**src/design/ttlc_pkg.sv**
```systemverilog
// package for the triangle transform and light cull block
// shared widths, constants and the item and result types; depends on nothing

package ttlc_pkg;

    localparam int FRAC_BITS_DEF = 16;
    localparam int COEF_DEPTH    = 52;
    localparam int MODEL_BASE    = 0;
    localparam int VM_BASE       = 16;
    localparam int PROJ_BASE     = 32;
    localparam int LIGHT_BASE    = 48;

    localparam logic OP_LOAD   = 1'b0;
    localparam logic OP_VERTEX = 1'b1;

    typedef struct packed {
        logic               op;
        logic [5:0]         coef_index;
        logic signed [31:0] coef_value;
        logic signed [31:0] pos_x;
        logic signed [31:0] pos_y;
        logic signed [31:0] pos_z;
        logic signed [31:0] norm_x;
        logic signed [31:0] norm_y;
        logic signed [31:0] norm_z;
    } t_item;

    typedef struct packed {
        logic signed [31:0] ndc_x;
        logic signed [31:0] ndc_y;
        logic signed [31:0] clip_z;
        logic signed [31:0] clip_w;
        logic [30:0]        light_level;
        logic               back_facing;
        logic               last_vertex;
    } t_result;

    // transformed vertex handed from the front part to the back part
    typedef struct packed {
        logic signed [31:0] x;
        logic signed [31:0] y;
        logic signed [31:0] z;
        logic signed [31:0] w;
        logic signed [31:0] lt;
        logic               last;
    } t_vert;

    function automatic logic signed [31:0] sat32(input logic signed [65:0] v);
        if (v > 66'sd2147483647) return 32'sh7fffffff;
        if (v < -66'sd2147483648) return 32'sh80000000;
        return v[31:0];
    endfunction

endpackage

```
**src/design/ttlc_if.sv**
```systemverilog
// valid/ready channel interface carrying one payload type
// the payload type is a parameter; depends on nothing

interface ttlc_if #(parameter type T = logic) ();
    logic valid;
    logic ready;
    T     data;
    modport source (output valid, output data, input ready);
    modport sink   (input valid, input data, output ready);
endinterface

```
**src/design/ttlc_front.sv**
```systemverilog
// front part: coefficient store and the vertex transform sequencer
// one shared multiplier walks the 52 products of each vertex; depends on ttlc_pkg

module ttlc_front #(
    parameter int FRAC_BITS = ttlc_pkg::FRAC_BITS_DEF
) (
    input  logic                 i_clk,
    input  logic                 i_rst_n,
    input  logic                 i_valid,
    output logic                 o_ready,
    input  ttlc_pkg::t_item      i_item,
    output logic                 o_valid,
    input  logic                 i_ready,
    output ttlc_pkg::t_vert      o_vert
);
    import ttlc_pkg::*;

    localparam logic [1:0] S_IDLE = 2'd0;
    localparam logic [1:0] S_RUN  = 2'd1;
    localparam logic [1:0] S_OUT  = 2'd2;
    localparam logic [1:0] S_TAIL = 2'd3;

    // phases: 0 model (16), 1 light (4), 2 view-model (16), 3 projection (16)
    logic [1:0]  r_state;
    logic [1:0]  r_phase;
    logic [1:0]  r_row, r_col;
    logic [1:0]  r_vcnt;
    logic signed [31:0] r_coef [COEF_DEPTH];
    logic signed [31:0] r_pos [3];
    logic signed [31:0] r_nrm [3];
    logic signed [31:0] r_n4 [4];
    logic signed [31:0] r_e [4];
    logic signed [31:0] r_c [4];
    logic signed [31:0] r_lt;
    logic signed [65:0] r_acc;
    logic signed [31:0] r_ca, r_cb;
    logic               r_pv;
    logic [1:0]         r_prow;
    logic [1:0]         r_pphase;
    logic               r_plast;
    logic signed [31:0] r_bias;

    logic [5:0]         coef_addr;
    logic signed [31:0] operand;
    logic signed [63:0] prod;
    logic signed [65:0] acc_sum;
    logic signed [31:0] floor_lt;
    logic               last_term;

    assign floor_lt = 32'(((64'sd1 <<< (FRAC_BITS + 1)) + 64'sd5) / 64'sd10);

    always_comb begin
        unique case (r_phase)
            2'd0: coef_addr = 6'(MODEL_BASE) + {2'b0, r_row, r_col};
            2'd1: coef_addr = 6'(LIGHT_BASE) + {4'b0, r_col};
            2'd2: coef_addr = 6'(VM_BASE) + {2'b0, r_row, r_col};
            default: coef_addr = 6'(PROJ_BASE) + {2'b0, r_row, r_col};
        endcase
        unique case (r_phase)
            2'd0: operand = (r_col == 2'd3) ? 32'sd0 : r_nrm[r_col];
            2'd1: operand = r_n4[r_col];
            2'd2: operand = (r_col == 2'd3) ? 32'sd0 : r_pos[r_col];
            default: operand = r_e[r_col];
        endcase
    end

    // the fetched coefficient and operand are registered; the product is combinational
    assign prod      = 64'(r_ca) * 64'(r_cb);
    assign acc_sum   = r_acc + 66'(prod >>> FRAC_BITS) + 66'(r_bias);
    assign last_term = (r_phase == 2'd3) && (r_row == 2'd3) && (r_col == 2'd3);

    assign o_ready = (r_state == S_IDLE);
    assign o_valid = (r_state == S_OUT);
    assign o_vert  = '{x: r_c[0], y: r_c[1], z: r_c[2], w: r_c[3], lt: r_lt,
                       last: (r_vcnt == 2'd0)};

    always_ff @(posedge i_clk) begin
        if (i_valid && o_ready && i_item.op == OP_LOAD &&
                i_item.coef_index < 6'(COEF_DEPTH)) begin
            r_coef[i_item.coef_index] <= i_item.coef_value;
        end
        if (i_valid && o_ready) begin
            r_pos[0] <= i_item.pos_x;
            r_pos[1] <= i_item.pos_y;
            r_pos[2] <= i_item.pos_z;
            r_nrm[0] <= i_item.norm_x;
            r_nrm[1] <= i_item.norm_y;
            r_nrm[2] <= i_item.norm_z;
        end
        r_ca     <= r_coef[coef_addr];
        r_cb     <= operand;
        // view-model row adds its translation term alone
        r_bias   <= (r_phase == 2'd2 && r_col == 2'd3) ? r_coef[coef_addr] : 32'sd0;
        r_prow   <= r_row;
        r_pphase <= r_phase;
        r_plast  <= (r_col == 2'd3);
        if (r_pv) begin
            if (r_plast) begin
                r_acc <= '0;
                unique case (r_pphase)
                    2'd0: r_n4[r_prow] <= sat32(acc_sum);
                    2'd1: r_lt <= (sat32(acc_sum) < floor_lt) ? floor_lt
                                                              : sat32(acc_sum);
                    2'd2: r_e[r_prow] <= sat32(acc_sum);
                    default: r_c[r_prow] <= sat32(acc_sum);
                endcase
            end else begin
                r_acc <= acc_sum;
            end
        end else begin
            r_acc <= '0;
        end
    end

    always_ff @(posedge i_clk) begin
        if (!i_rst_n) begin
            r_state <= S_IDLE;
            r_phase <= 2'd0;
            r_row   <= 2'd0;
            r_col   <= 2'd0;
            r_vcnt  <= 2'd0;
            r_pv    <= 1'b0;
        end else begin
            unique case (r_state)
                S_IDLE: begin
                    r_pv <= 1'b0;
                    if (i_valid && i_item.op == OP_VERTEX) begin
                        r_state <= S_RUN;
                        r_phase <= 2'd0;
                        r_row   <= 2'd0;
                        r_col   <= 2'd0;
                        r_vcnt  <= (r_vcnt == 2'd2) ? 2'd0 : r_vcnt + 2'd1;
                    end
                end
                S_RUN: begin
                    // one fetch a cycle; a sum lands before the next phase reads it
                    r_pv  <= 1'b1;
                    r_col <= r_col + 2'd1;
                    if (r_col == 2'd3) begin
                        if (r_row == 2'd3 || r_phase == 2'd1) begin
                            r_phase <= r_phase + 2'd1;
                            r_row   <= 2'd0;
                        end else begin
                            r_row <= r_row + 2'd1;
                        end
                    end
                    if (last_term) r_state <= S_TAIL;
                end
                S_TAIL: begin
                    // last projection sum is written here
                    r_pv    <= 1'b0;
                    r_state <= S_OUT;
                end
                S_OUT: begin
                    if (i_ready) r_state <= S_IDLE;
                end
                default: r_state <= S_IDLE;
            endcase
        end
    end
endmodule

```
**src/design/ttlc_queue.sv**
```systemverilog
// short queue between the front and back parts
// two-entry fifo of transformed vertices; depends on ttlc_pkg

module ttlc_queue (
    input  logic            i_clk,
    input  logic            i_rst_n,
    input  logic            i_valid,
    output logic            o_ready,
    input  ttlc_pkg::t_vert i_data,
    output logic            o_valid,
    input  logic            i_ready,
    output ttlc_pkg::t_vert o_data
);
    import ttlc_pkg::*;

    t_vert      r_mem [2];
    logic       r_wp, r_rp;
    logic [1:0] r_cnt;
    logic       push, pop;

    assign o_ready = (r_cnt != 2'd2);
    assign o_valid = (r_cnt != 2'd0);
    assign o_data  = r_mem[r_rp];
    assign push    = i_valid && o_ready;
    assign pop     = o_valid && i_ready;

    always_ff @(posedge i_clk) begin
        if (push) r_mem[r_wp] <= i_data;
    end

    always_ff @(posedge i_clk) begin
        if (!i_rst_n) begin
            r_wp  <= 1'b0;
            r_rp  <= 1'b0;
            r_cnt <= 2'd0;
        end else begin
            if (push) r_wp <= ~r_wp;
            if (pop)  r_rp <= ~r_rp;
            r_cnt <= r_cnt + 2'(push) - 2'(pop);
        end
    end
endmodule

```
**src/design/ttlc_back.sv**
```systemverilog
// back part: holds a triangle, culls on w, works out facing and the divides
// one shared restoring divider, one quotient bit a cycle; depends on ttlc_pkg

module ttlc_back #(
    parameter int FRAC_BITS = ttlc_pkg::FRAC_BITS_DEF
) (
    input  logic              i_clk,
    input  logic              i_rst_n,
    input  logic              i_valid,
    output logic              o_ready,
    input  ttlc_pkg::t_vert   i_vert,
    output logic              o_valid,
    input  logic              i_ready,
    output ttlc_pkg::t_result o_res
);
    import ttlc_pkg::*;

    localparam logic [2:0] S_COLLECT = 3'd0;
    localparam logic [2:0] S_CROSS   = 3'd1;
    localparam logic [2:0] S_DIV     = 3'd2;
    localparam logic [2:0] S_EMIT    = 3'd3;
    localparam logic [2:0] S_CROSS2  = 3'd4;
    localparam int DIV_BITS = 32 + FRAC_BITS;
    localparam int SW       = $clog2(DIV_BITS);

    logic [2:0]  r_state;
    logic [1:0]  r_cnt;
    logic [1:0]  r_k;
    logic        r_sel;
    t_vert       r_v [3];
    logic        r_back;
    logic signed [63:0] r_p1;
    logic signed [31:0] r_ndx;
    logic [SW-1:0] r_step;
    logic [DIV_BITS-1:0] r_quo;
    logic [32:0] r_rem;
    logic        r_neg;

    logic signed [31:0] min_w;
    logic signed [31:0] ax, ay, bx, by;
    logic signed [31:0] num;
    logic [31:0]        mag;
    logic [DIV_BITS-1:0] dividend;
    logic [33:0]        trial;
    logic               q_bit;
    logic signed [DIV_BITS:0] sq;
    logic signed [31:0] qsat;
    logic               cull;

    assign min_w = 32'(((64'sd1 <<< FRAC_BITS) + 64'sd5) / 64'sd10);
    assign ax = sat32(66'(r_v[1].x) - 66'(r_v[0].x));
    assign ay = sat32(66'(r_v[1].y) - 66'(r_v[0].y));
    assign bx = sat32(66'(r_v[2].x) - 66'(r_v[0].x));
    assign by = sat32(66'(r_v[2].y) - 66'(r_v[0].y));
    assign cull = (r_v[0].w < min_w) || (r_v[1].w < min_w) || (r_v[2].w < min_w);

    assign num      = r_sel ? r_v[r_k].y : r_v[r_k].x;
    assign mag      = num[31] ? 32'(-num) : num;
    assign dividend = DIV_BITS'(mag) << FRAC_BITS;
    assign trial    = {r_rem, dividend[SW'(DIV_BITS - 1) - r_step]};
    assign q_bit    = (trial >= {2'b0, r_v[r_k].w});
    assign sq       = r_neg ? -$signed({1'b0, r_quo}) : $signed({1'b0, r_quo});
    assign qsat     = sat32(66'(sq));

    assign o_ready = (r_state == S_COLLECT);
    assign o_valid = (r_state == S_EMIT);
    assign o_res   = '{ndc_x: r_ndx, ndc_y: qsat, clip_z: r_v[r_k].z,
                       clip_w: r_v[r_k].w, light_level: r_v[r_k].lt[30:0],
                       back_facing: r_back, last_vertex: (r_k == 2'd2)};

    always_ff @(posedge i_clk) begin
        if (i_valid && o_ready) r_v[r_cnt] <= i_vert;
        if (r_state == S_CROSS) r_p1 <= 64'(ax) * 64'(by);
        if (r_state == S_CROSS2) r_back <= (r_p1 - 64'(ay) * 64'(bx)) > 64'sd0;
    end

    always_ff @(posedge i_clk) begin
        if (!i_rst_n) begin
            r_state <= S_COLLECT;
            r_cnt   <= 2'd0;
            r_k     <= 2'd0;
            r_sel   <= 1'b0;
            r_step  <= '0;
        end else begin
            unique case (r_state)
                S_COLLECT: begin
                    if (i_valid) begin
                        if (i_vert.last) begin
                            r_cnt   <= 2'd0;
                            r_state <= S_CROSS;
                        end else begin
                            r_cnt <= r_cnt + 2'd1;
                        end
                    end
                end
                S_CROSS: begin
                    r_state <= cull ? S_COLLECT : S_CROSS2;
                end
                S_CROSS2: begin
                    r_state <= S_DIV;
                    r_k     <= 2'd0;
                    r_sel   <= 1'b0;
                    r_step  <= '0;
                    r_rem   <= '0;
                    r_quo   <= '0;
                end
                S_DIV: begin
                    if (r_step == '0) r_neg <= num[31];
                    r_quo <= {r_quo[DIV_BITS-2:0], q_bit};
                    if (r_step == SW'(DIV_BITS - 1)) begin
                        r_step <= '0;
                        r_rem  <= '0;
                        if (!r_sel) begin
                            r_sel <= 1'b1;
                        end else begin
                            r_state <= S_EMIT;
                        end
                    end else begin
                        r_step <= r_step + SW'(1);
                        r_rem  <= q_bit ? 33'(trial - {2'b0, r_v[r_k].w}) : trial[32:0];
                    end
                end
                S_EMIT: begin
                    if (i_ready) begin
                        r_sel  <= 1'b0;
                        r_quo  <= '0;
                        if (r_k == 2'd2) begin
                            r_state <= S_COLLECT;
                        end else begin
                            r_k     <= r_k + 2'd1;
                            r_state <= S_DIV;
                        end
                    end
                end
                default: r_state <= S_COLLECT;
            endcase
        end
    end

    // x quotient is parked when the y divide starts
    always_ff @(posedge i_clk) begin
        if (r_state == S_DIV && !r_sel && r_step == SW'(DIV_BITS - 1)) begin
            r_ndx <= sat32(66'(r_neg ? -$signed({1'b0, r_quo[DIV_BITS-2:0], q_bit})
                                     : $signed({1'b0, r_quo[DIV_BITS-2:0], q_bit})));
        end
    end
endmodule

```
**src/design/triangle_transform_light_cull.sv**
```systemverilog
// top level of the triangle transform and light cull block
// joins front, queue and back; depends on ttlc_pkg, ttlc_if and the submodules

// In the front part each vertex walks 52 products one a cycle through the one
// shared 32x32 multiplier; S_TAIL then finishes the last sum, S_OUT hands the
// vertex to the queue once it has room and S_IDLE accepts the next beat; a load
// beat is taken in S_IDLE and leaves the front there. The back part culls and
// works out facing in S_CROSS and S_CROSS2, then divides x and y by w one
// quotient bit a cycle and emits each vertex in S_EMIT, so it sets the pace for
// emitted triangles while the queue lets the front transform the next one.
// Culled triangles give no beats; emitted ones give three, the last flagged.
module triangle_transform_light_cull #(
    parameter int FRAC_BITS = ttlc_pkg::FRAC_BITS_DEF
) (
    input  logic   i_clk,
    input  logic   i_rst_n,
    ttlc_if.sink   in_ch,
    ttlc_if.source out_ch
);
    import ttlc_pkg::*;

    logic  f_valid, f_ready, b_valid, b_ready;
    t_vert f_vert, b_vert;

    ttlc_front #(.FRAC_BITS(FRAC_BITS)) u_front (
        .i_clk, .i_rst_n,
        .i_valid(in_ch.valid), .o_ready(in_ch.ready), .i_item(in_ch.data),
        .o_valid(f_valid), .i_ready(f_ready), .o_vert(f_vert)
    );

    ttlc_queue u_queue (
        .i_clk, .i_rst_n,
        .i_valid(f_valid), .o_ready(f_ready), .i_data(f_vert),
        .o_valid(b_valid), .i_ready(b_ready), .o_data(b_vert)
    );

    ttlc_back #(.FRAC_BITS(FRAC_BITS)) u_back (
        .i_clk, .i_rst_n,
        .i_valid(b_valid), .o_ready(b_ready), .i_vert(b_vert),
        .o_valid(out_ch.valid), .i_ready(out_ch.ready), .o_res(out_ch.data)
    );
endmodule
```
**src/flat_wrapper.sv**
```systemverilog
// flat-port wrapper written by rule: the top's interface ports become plain ports
module triangle_transform_light_cull_flat import ttlc_pkg::*;
#(
    parameter int FRAC_BITS = ttlc_pkg::FRAC_BITS_DEF
)
  (i_clk, i_rst_n, in_ch_valid, in_ch_data, in_ch_ready, out_ch_valid, out_ch_data, out_ch_ready);
  ttlc_if in_ch_i ();
  ttlc_if out_ch_i ();
  input  logic i_clk;
  input  logic i_rst_n;
  input wire logic [$bits(in_ch_i.valid)-1:0] in_ch_valid;
  input wire logic [$bits(in_ch_i.data)-1:0] in_ch_data;
  output wire logic [$bits(in_ch_i.ready)-1:0] in_ch_ready;
  output wire logic [$bits(out_ch_i.valid)-1:0] out_ch_valid;
  output wire logic [$bits(out_ch_i.data)-1:0] out_ch_data;
  input wire logic [$bits(out_ch_i.ready)-1:0] out_ch_ready;
  assign in_ch_i.valid = in_ch_valid;
  assign in_ch_i.data = in_ch_data;
  assign in_ch_ready = in_ch_i.ready;
  assign out_ch_valid = out_ch_i.valid;
  assign out_ch_data = out_ch_i.data;
  assign out_ch_i.ready = out_ch_ready;
  triangle_transform_light_cull #(.FRAC_BITS(FRAC_BITS)) u_core (.i_clk(i_clk), .i_rst_n(i_rst_n), .in_ch(in_ch_i), .out_ch(out_ch_i));
endmodule
```
**config.mk**
```make
export PLATFORM = sky130hd
export DESIGN_NAME = triangle_transform_light_cull_flat
export DESIGN_NICKNAME = d
export VERILOG_FILES = /design/src/design/ttlc_pkg.sv /design/src/design/ttlc_if.sv /design/src/design/ttlc_front.sv /design/src/design/ttlc_queue.sv /design/src/design/ttlc_back.sv /design/src/design/triangle_transform_light_cull.sv /design/src/flat_wrapper.sv
export SDC_FILE = /design/constraint.sdc
export NUM_CORES = 1
export LEC_CHECK = 0
export BUFFER_PORTS_ARGS = -buffer_cell sky130_fd_sc_hd__buf_4
export CAP_MARGIN = 30
export CORE_MARGIN = 1.5
export CORE_UTILIZATION = 55
export CTS_CLUSTER_SIZE = 20
export DETAILED_ROUTE_END_ITERATION = 8
export PLACE_DENSITY = 0.76
export SETUP_SLACK_MARGIN = 0.4
export SYNTH_ARGS = -nofsm -noshare
export SYNTH_HDL_FRONTEND = slang
export SYNTH_SLANG_ARGS = --single-unit
```
**constraint.sdc**
```tcl
create_clock -name i_clk -period 2.75 [get_ports i_clk]
set_input_delay 0.275 -clock i_clk [delete_from_list [all_inputs] [get_ports i_clk]]
set_output_delay 0.275 -clock i_clk [all_outputs]
set_load 0.03 [all_outputs]
```
# Word level (Yosys, flattened, before mapping)

Memory sizes are Yosys's and may differ from the RTL's. A register that Yosys moved wholly into a read port is not among the register bits.
Cells that the tools add are included.

Flip-flop bits (word level): 226
Bits in writable memories: 1,190
Bits of input ports: 5
Logic and storage cells: 205
Memories kept: 6

Add/sub/neg operators: 10
$mul: 1
Order comparisons: 6
Equal/unequal tests: 25
Multiplexer cells: 103
Bitwise gates (word level): 4
Reductions and logical operators: 29

Memories:

| name                 | words | width | rd ports | clocked after memory_dff | wr ports | RTL line         | RTL |
|---|---|---|---|---|---|---|---|
| u_core.u_back.r_v    | 3     | 161   | 3        | 0                        | 1        | ttlc_back.sv:30  | `t_vert r_v [3];` |
| u_core.u_queue.r_mem | 2     | 160   | 1        | 1                        | 1        | ttlc_queue.sv:16 | `t_vert r_mem [2];` |
| u_core.u_front.r_c   | 4     | 32    | 4        | 0                        | 1        | ttlc_front.sv:33 | `logic signed [31:0] r_c [4];` |
| u_core.u_front.r_e   | 4     | 32    | 1        | 1                        | 1        | ttlc_front.sv:32 | `logic signed [31:0] r_e [4];` |
| u_core.u_front.r_n4  | 4     | 32    | 1        | 1                        | 1        | ttlc_front.sv:31 | `logic signed [31:0] r_n4 [4];` |
| u_core.u_front.r_nrm | 3     | 1     | 1        | 1                        | 3        | ttlc_front.sv:30 | `logic signed [31:0] r_nrm [3];` |

Operator list:

| operator                                                        | count |
|---|---|
| 2-to-1 mux 32 bit                                               | 24 |
| < comparator 32 x 14 -> 1 bit, second input constant            | 3 |
| case mux 32 bit (3 select lines)                                | 1 |
| adder 66 x 32 -> 66 bit                                         | 1 |
| adder 66 x 48 -> 66 bit                                         | 1 |
| greater-than comparator 66 x 32 -> 1 bit, second input constant | 1 |
| < comparator 66 x 32 -> 1 bit, second input constant            | 1 |
| multiplier 32 x 32 -> 64 bit                                    | 1 |
| 2-to-1 mux 1 bit                                                | 52 |
| < comparator 32 x 15 -> 1 bit, second input constant            | 1 |
| 2-to-1 mux 2 bit                                                | 13 |
| 2-to-1 mux 3 bit                                                | 6 |
| equality test 2 bit, second input constant                      | 8 |
| case mux 3 bit (5 select lines)                                 | 1 |
| AND reduction 3 bit                                             | 5 |
| != test 2 bit, second input constant                            | 7 |
| case mux 6 bit (2 select lines)                                 | 1 |
| adder 2 x 1 -> 2 bit, second input constant                     | 5 |
| nonzero test 2 bit                                              | 4 |
| adder 6 x 1 -> 6 bit, second input constant                     | 1 |
| equality test 2 x 1 -> 1 bit, second input constant             | 3 |
| equality test 3 x 2 -> 1 bit, second input constant             | 2 |
| equality test 6 bit, second input constant                      | 1 |
| logical AND 1 bit                                               | 6 |
| other kinds (19)                                                | 29 |

# Depth between registers and ports, before layout

Depth after elaboration: 18
Gate-level depth with buffers: 9

# Modules after synthesis

Synthesis repeated with hierarchy kept, for this count alone.

Cells, all modules: 21,258
Area, all modules: 264,262.2 sq um

Modules (own cells, without submodules):

| module                        | times used | cells each | area an instance (sq um) | sequential area each (sq um) |
|---|---|---|---|---|
| ttlc_front                    | 1          | 8,827      | 132,392.0                | 71,828.9 |
| ttlc_back                     | 1          | 11,905     | 119,653.5                | 24,793.8 |
| ttlc_queue                    | 1          | 525        | 12,213.0                 | 9,769.4 |
| triangle_transform_light_cull | 1          | 1          | 3.8                      | 0.0 |

# Least setup slack after synthesis

Ideal clock, no wire load.

Path kind: flip-flop to flip-flop
From: reg u_core.u_back.r_state[2]
To: reg u_core.u_queue.r_cnt[1]
Setup time: 0.128 ns
Arrival time: 1.889 ns
Setup slack: 0.733 ns
Stages on the path, launching flop included: 9
Buffers on the path: 1
Cell sequence: dfxtp_1 > buf_2 > nor4_1 > ha_1 > inv_1 > ha_1 > xor2_1 > xnor2_1 > nor2_1

Longest elaborated chain between the ends: 3

RTL lines:

| element                      | RTL line         | RTL |
|---|---|---|
| start, declared              | ttlc_back.sv:26  | `logic [2:0] r_state;` |
| start signal, assigned       | ttlc_back.sv:97  | `r_state <= cull ? S_COLLECT : S_CROSS2;` |
| logical NOT 3 bit            | ttlc_back.sv:65  | `assign o_ready = (r_state == S_COLLECT);` |
| logical AND 1 bit            | ttlc_queue.sv:25 | `assign pop = o_valid && i_ready;` |
| named net u_core.u_queue.pop | ttlc_queue.sv:19 | `logic push, pop;` |
| subtractor 2 x 1 -> 2 bit    | ttlc_queue.sv:39 | `r_cnt <= r_cnt + 2'(push) - 2'(pop);` |
| end signal, assigned         | ttlc_queue.sv:39 |  |
| end, declared                | ttlc_queue.sv:18 | `logic [1:0] r_cnt;` |

The timed path passes the listed nets, and every way through them passes these cells.
A chain may end at the register's enable or synchronous reset.

# Final worst setup path

From: reg u_core.u_back.r_state[0]
To: reg u_core.u_queue.r_cnt[1]

The elaborated chain is that of the path after synthesis.

==> impl_metrics.py <==
metrics = {
    "routing": {
        "ant_nets": 0,
        "drcViolationCount": 0,
        "num_vias": 1223,
        "routed_wl_um": 2879,
        "wl_per_cell_um": 12.80,
        "drt_first_pass_iters": 4,
        "vias_per_cell": 5.436,
        "first_iter_violations": 66,
    },
    "sta": {
        "finClkSkew_ps": 15.62,
        "max_freq_mhz": 546.6,
        "setup_viol": 0,
        "maxSlewViolCount": 0,
        "post-route-period-util_pct": 66.52,
        "min_period_ps": 1829,
        "rsz0062_at_grt": "no",
        "worst_pin_slew_ps": 660.8,
        "tns_ps": 0,
        "slew-limit-headroom_pct": 55.90,
        "hold_violations": 0,
    },
    "power": {
        "power.leakage_nw": 0.7290,
        "peakVddDrop_mv": 0.4479,
        "total_power_mw": 1.506,
        "power_density_mw_per_mm2": 809.7,
    },
    "clock_network": {
        "clk_path_buf_depth": 2,
        "post_cts_resized": 0,
        "cts_hold_buffers": 0,
        "clk_pin_slew_ps": 110,
        "clk_latency_ps": 340,
        "htree_levels": 2,
        "cts_tree": "built",
        "cts.sinks": 39,
        "root_buffer": "clkbuf_4",
        "cts_setup_buffers": 0,
        "cts_buffers": 5,
    },
    "yosys": {
        "synthXorXnorAreaFrac_pct": 3.523,
        "synth_cells": 172,
        "syn_area_mm2": 0.001740,
        "ys_types": 45,
        "synth-edff-count": 8,
        "yosys_most_used_dff": "dfxtp_1",
        "yosys.area_share.simple_pct": 19.55,
        "async_flop_share_pct": 0,
        "synth-compound-area-share_pct": 9.561,
        "synth-seq-area-share_pct": 49.46,
        "synth.area.mux_share_pct": 4.745,
        "synthAdderAreaFrac_pct": 9.346,
        "synth_top_family_by_area": "simple AND/OR/NAND/NOR gates",
        "avgSynthCellArea_um2": 10.12,
        "ys_ff_latch": 39,
        "ys_warn_count": 0,
    },
    "final_layout": {
        "fin_util_pct": 61.45,
        "layout_commonest_cell": "dfxtp_1",
        "nets": 198,
        "final_cell_mix": "31 x dfxtp_1, 21 x nor2_1, 14 x nand2_1",
        "drive_gt1_share_pct": 8.840,
        "nFillCells": 266,
        "area_growth_pct": 6.901,
        "layout.cells.non_filler": 225,
        "antenna_cells": 0,
        "final_cell_area_mm2": 0.001861,
    },
    "worst_setup_path": {
        "crit_path_start_kind": "flip-flop",
        "worstSetupPathType": "reg2reg",
        "r2r_end": "u_core.u_queue.r_cnt[1]",
        "rrSetupSlack_ps": 920,
        "r2r.worst_path.cells": 8,
        "arrival_ps": 2050,
        "critPathCaptureType": "flip-flop",
        "cp_max_fo": 12,
        "cp.required_ps": 2970,
        "timing.rr.start": "u_core.u_back.r_state[0]",
    },
    "grt": {
        "grt_usage_pct": 19.52,
        "antenna_found_initial": 0,
        "grt_max_degree": 21,
        "grt.overflow.total": 0,
        "grt_pass1_wl_um": 5050,
        "grt_pass1_vias": 1233,
    },
    "run_status": {
        "status": "finished clean",
    },
    "floorplan": {
        "die_x_um": 59.25,
        "io_pins": 8,
        "row_count": 20,
        "start_util_pct": 57.48,
        "core_area_mm2": 0.003028,
        "die_height_um": 59.25,
        "die-area_mm2": 0.003511,
    },
    "place": {
        "gp_congestion": 0.7840,
        "dp_cells": 217,
        "dpl_cell_area_mm2": 0.001812,
        "port_buffers": 5,
        "hpwl_um": 2140,
    },
    "worst_hold_path": {
        "hp-start": "i_rst_n",
        "min_delay_path_depth": 2,
        "min_to": "u_core.u_queue.r_cnt[0]",
        "hp-class": "in2reg",
    },
    "job": {
        "drv_cap": 0,
    },
}
==> Yosys cell counts, types with 2 or more instances <==
master    instances  area share [%]
dfxtp_1          31              36
nor2_1           21             4.5
nand2_1          14             3.0
ha_1             13             9.3
edfxtp_1          8              14
inv_1             8             1.7
mux2i_1           6             3.5
nand3_1           5             1.4
nor3_1            5             1.4
a21oi_1           4             1.2
xnor2_1           4             2.0
nand2b_1          3             1.1
nor2b_1           3             1.1
o21ai_0           3            0.86
xor2_1            3             1.5
a211oi_1          2            0.86
a22oi_1           2            0.86
a31oi_1           2            0.72
and3_1            2            0.72
buf_2             2            0.58
clkbuf_1          2            0.43
mux2_2            2             1.3
nand3b_1          2            0.86
nand4_1           2            0.72
o21a_1            2            0.86
or3_1             2            0.72
==> worst max-delay path by stage <==
| stage | slack [ps] | cells past startpoint | endpoint | startpoint |
|---|---|---|---|---|
| after global placement | 960 | 8 | u_core.u_queue.r_cnt[1] | u_core.u_back.r_state[0] |
| after floorplan | 730 | 8 | u_core.u_queue.r_cnt[1] | u_core.u_back.r_state[2] |
| after CTS | 900 | 8 | u_core.u_queue.r_cnt[1] | u_core.u_back.r_state[2] |
| final | 920 | 8 | u_core.u_queue.r_cnt[1] | u_core.u_back.r_state[0] |
| after global routing | 740 | 8 | u_core.u_queue.r_cnt[1] | u_core.u_back.r_state[0] |
| after detailed placement | 920 | 8 | u_core.u_queue.r_cnt[1] | u_core.u_back.r_state[2] |
==> stage by stage <==
step / setup WS, ps / hold WS (ps)
5_1_grt: 736.1 / 221.7
3_3_place_gp: 955.7 / 362.5
6_report: 920.6 / 233.6
4_1_cts: 896.8 / 214.7
3_5_place_dp: 921.8 / 366.8
2_1_floorplan: 733.0 / 355.0
==> logic make-up after synthesis <==
family | Yosys count
buffers and inverters | 14
XOR/XNOR | 7
AO/OA/AOI/OAI | 23
flip-flops | 39
AND/OR/NAND/NOR | 67
other | 1
multiplexers | 8
adder cells (fa/ha/maj) | 13
==> report_power, final <==
group,internal (mW),switching (mW),total [mW]
clock network,0.0948,0.171,0.265
registers,0.685,0.0906,0.776
logic,0.227,0.238,0.465
==> layout make-up <==
type / instances / area [µm²] / share of cell area [%]
clock buffers: 6 / 41.29 / 2.219
well taps: 44 / 55.05 / 2.959
clock inverters: 2 / 7.507 / 0.4035
flip-flops and latches: 39 / 860.8 / 46.27
multi-input cells: 120 / 820.8 / 44.12
inverters: 8 / 30.03 / 1.614
repair buffers: 6 / 45.04 / 2.421
==> sequential cells by signal, summed over array words and instances (netlist names), named ones only <==
register / cells
u_core.u_back.r_k: 2
u_core.u_back.r_sel: 1
u_core.u_back.r_state: 3
u_core.u_back.r_step: 6
u_core.u_back.r_v: 2
u_core.u_front.r_c: 2
u_core.u_front.r_col: 2
u_core.u_front.r_phase: 2
u_core.u_front.r_plast: 1
u_core.u_front.r_pphase: 2
u_core.u_front.r_prow: 2
u_core.u_front.r_pv: 1
u_core.u_front.r_row: 2
u_core.u_front.r_state: 2
u_core.u_queue.r_cnt: 2
u_core.u_queue.r_mem: 4
u_core.u_queue.r_rp: 1
u_core.u_queue.r_wp: 1
==> metal layers <==
layer	up-vias	GRT usage, %	share of wire (%)
met2	18	37.05	56
met1	586	19.00	39
met3	2	7.205	3.9
met5	-	0	0
met4	0	6.818	0.73
li1	617	-	-
==> worst max-delay path, stage by stage (launching register included) <==
cell and delay [ps]:
dfxtp_1 430, nor4_1 310, buf_4 190, ha_1 220, inv_1 50, ha_1 140
xor2_1 170, xnor2_1 140, nor2_1 50
No activity file was read; power rests on OpenSTA's default activity.
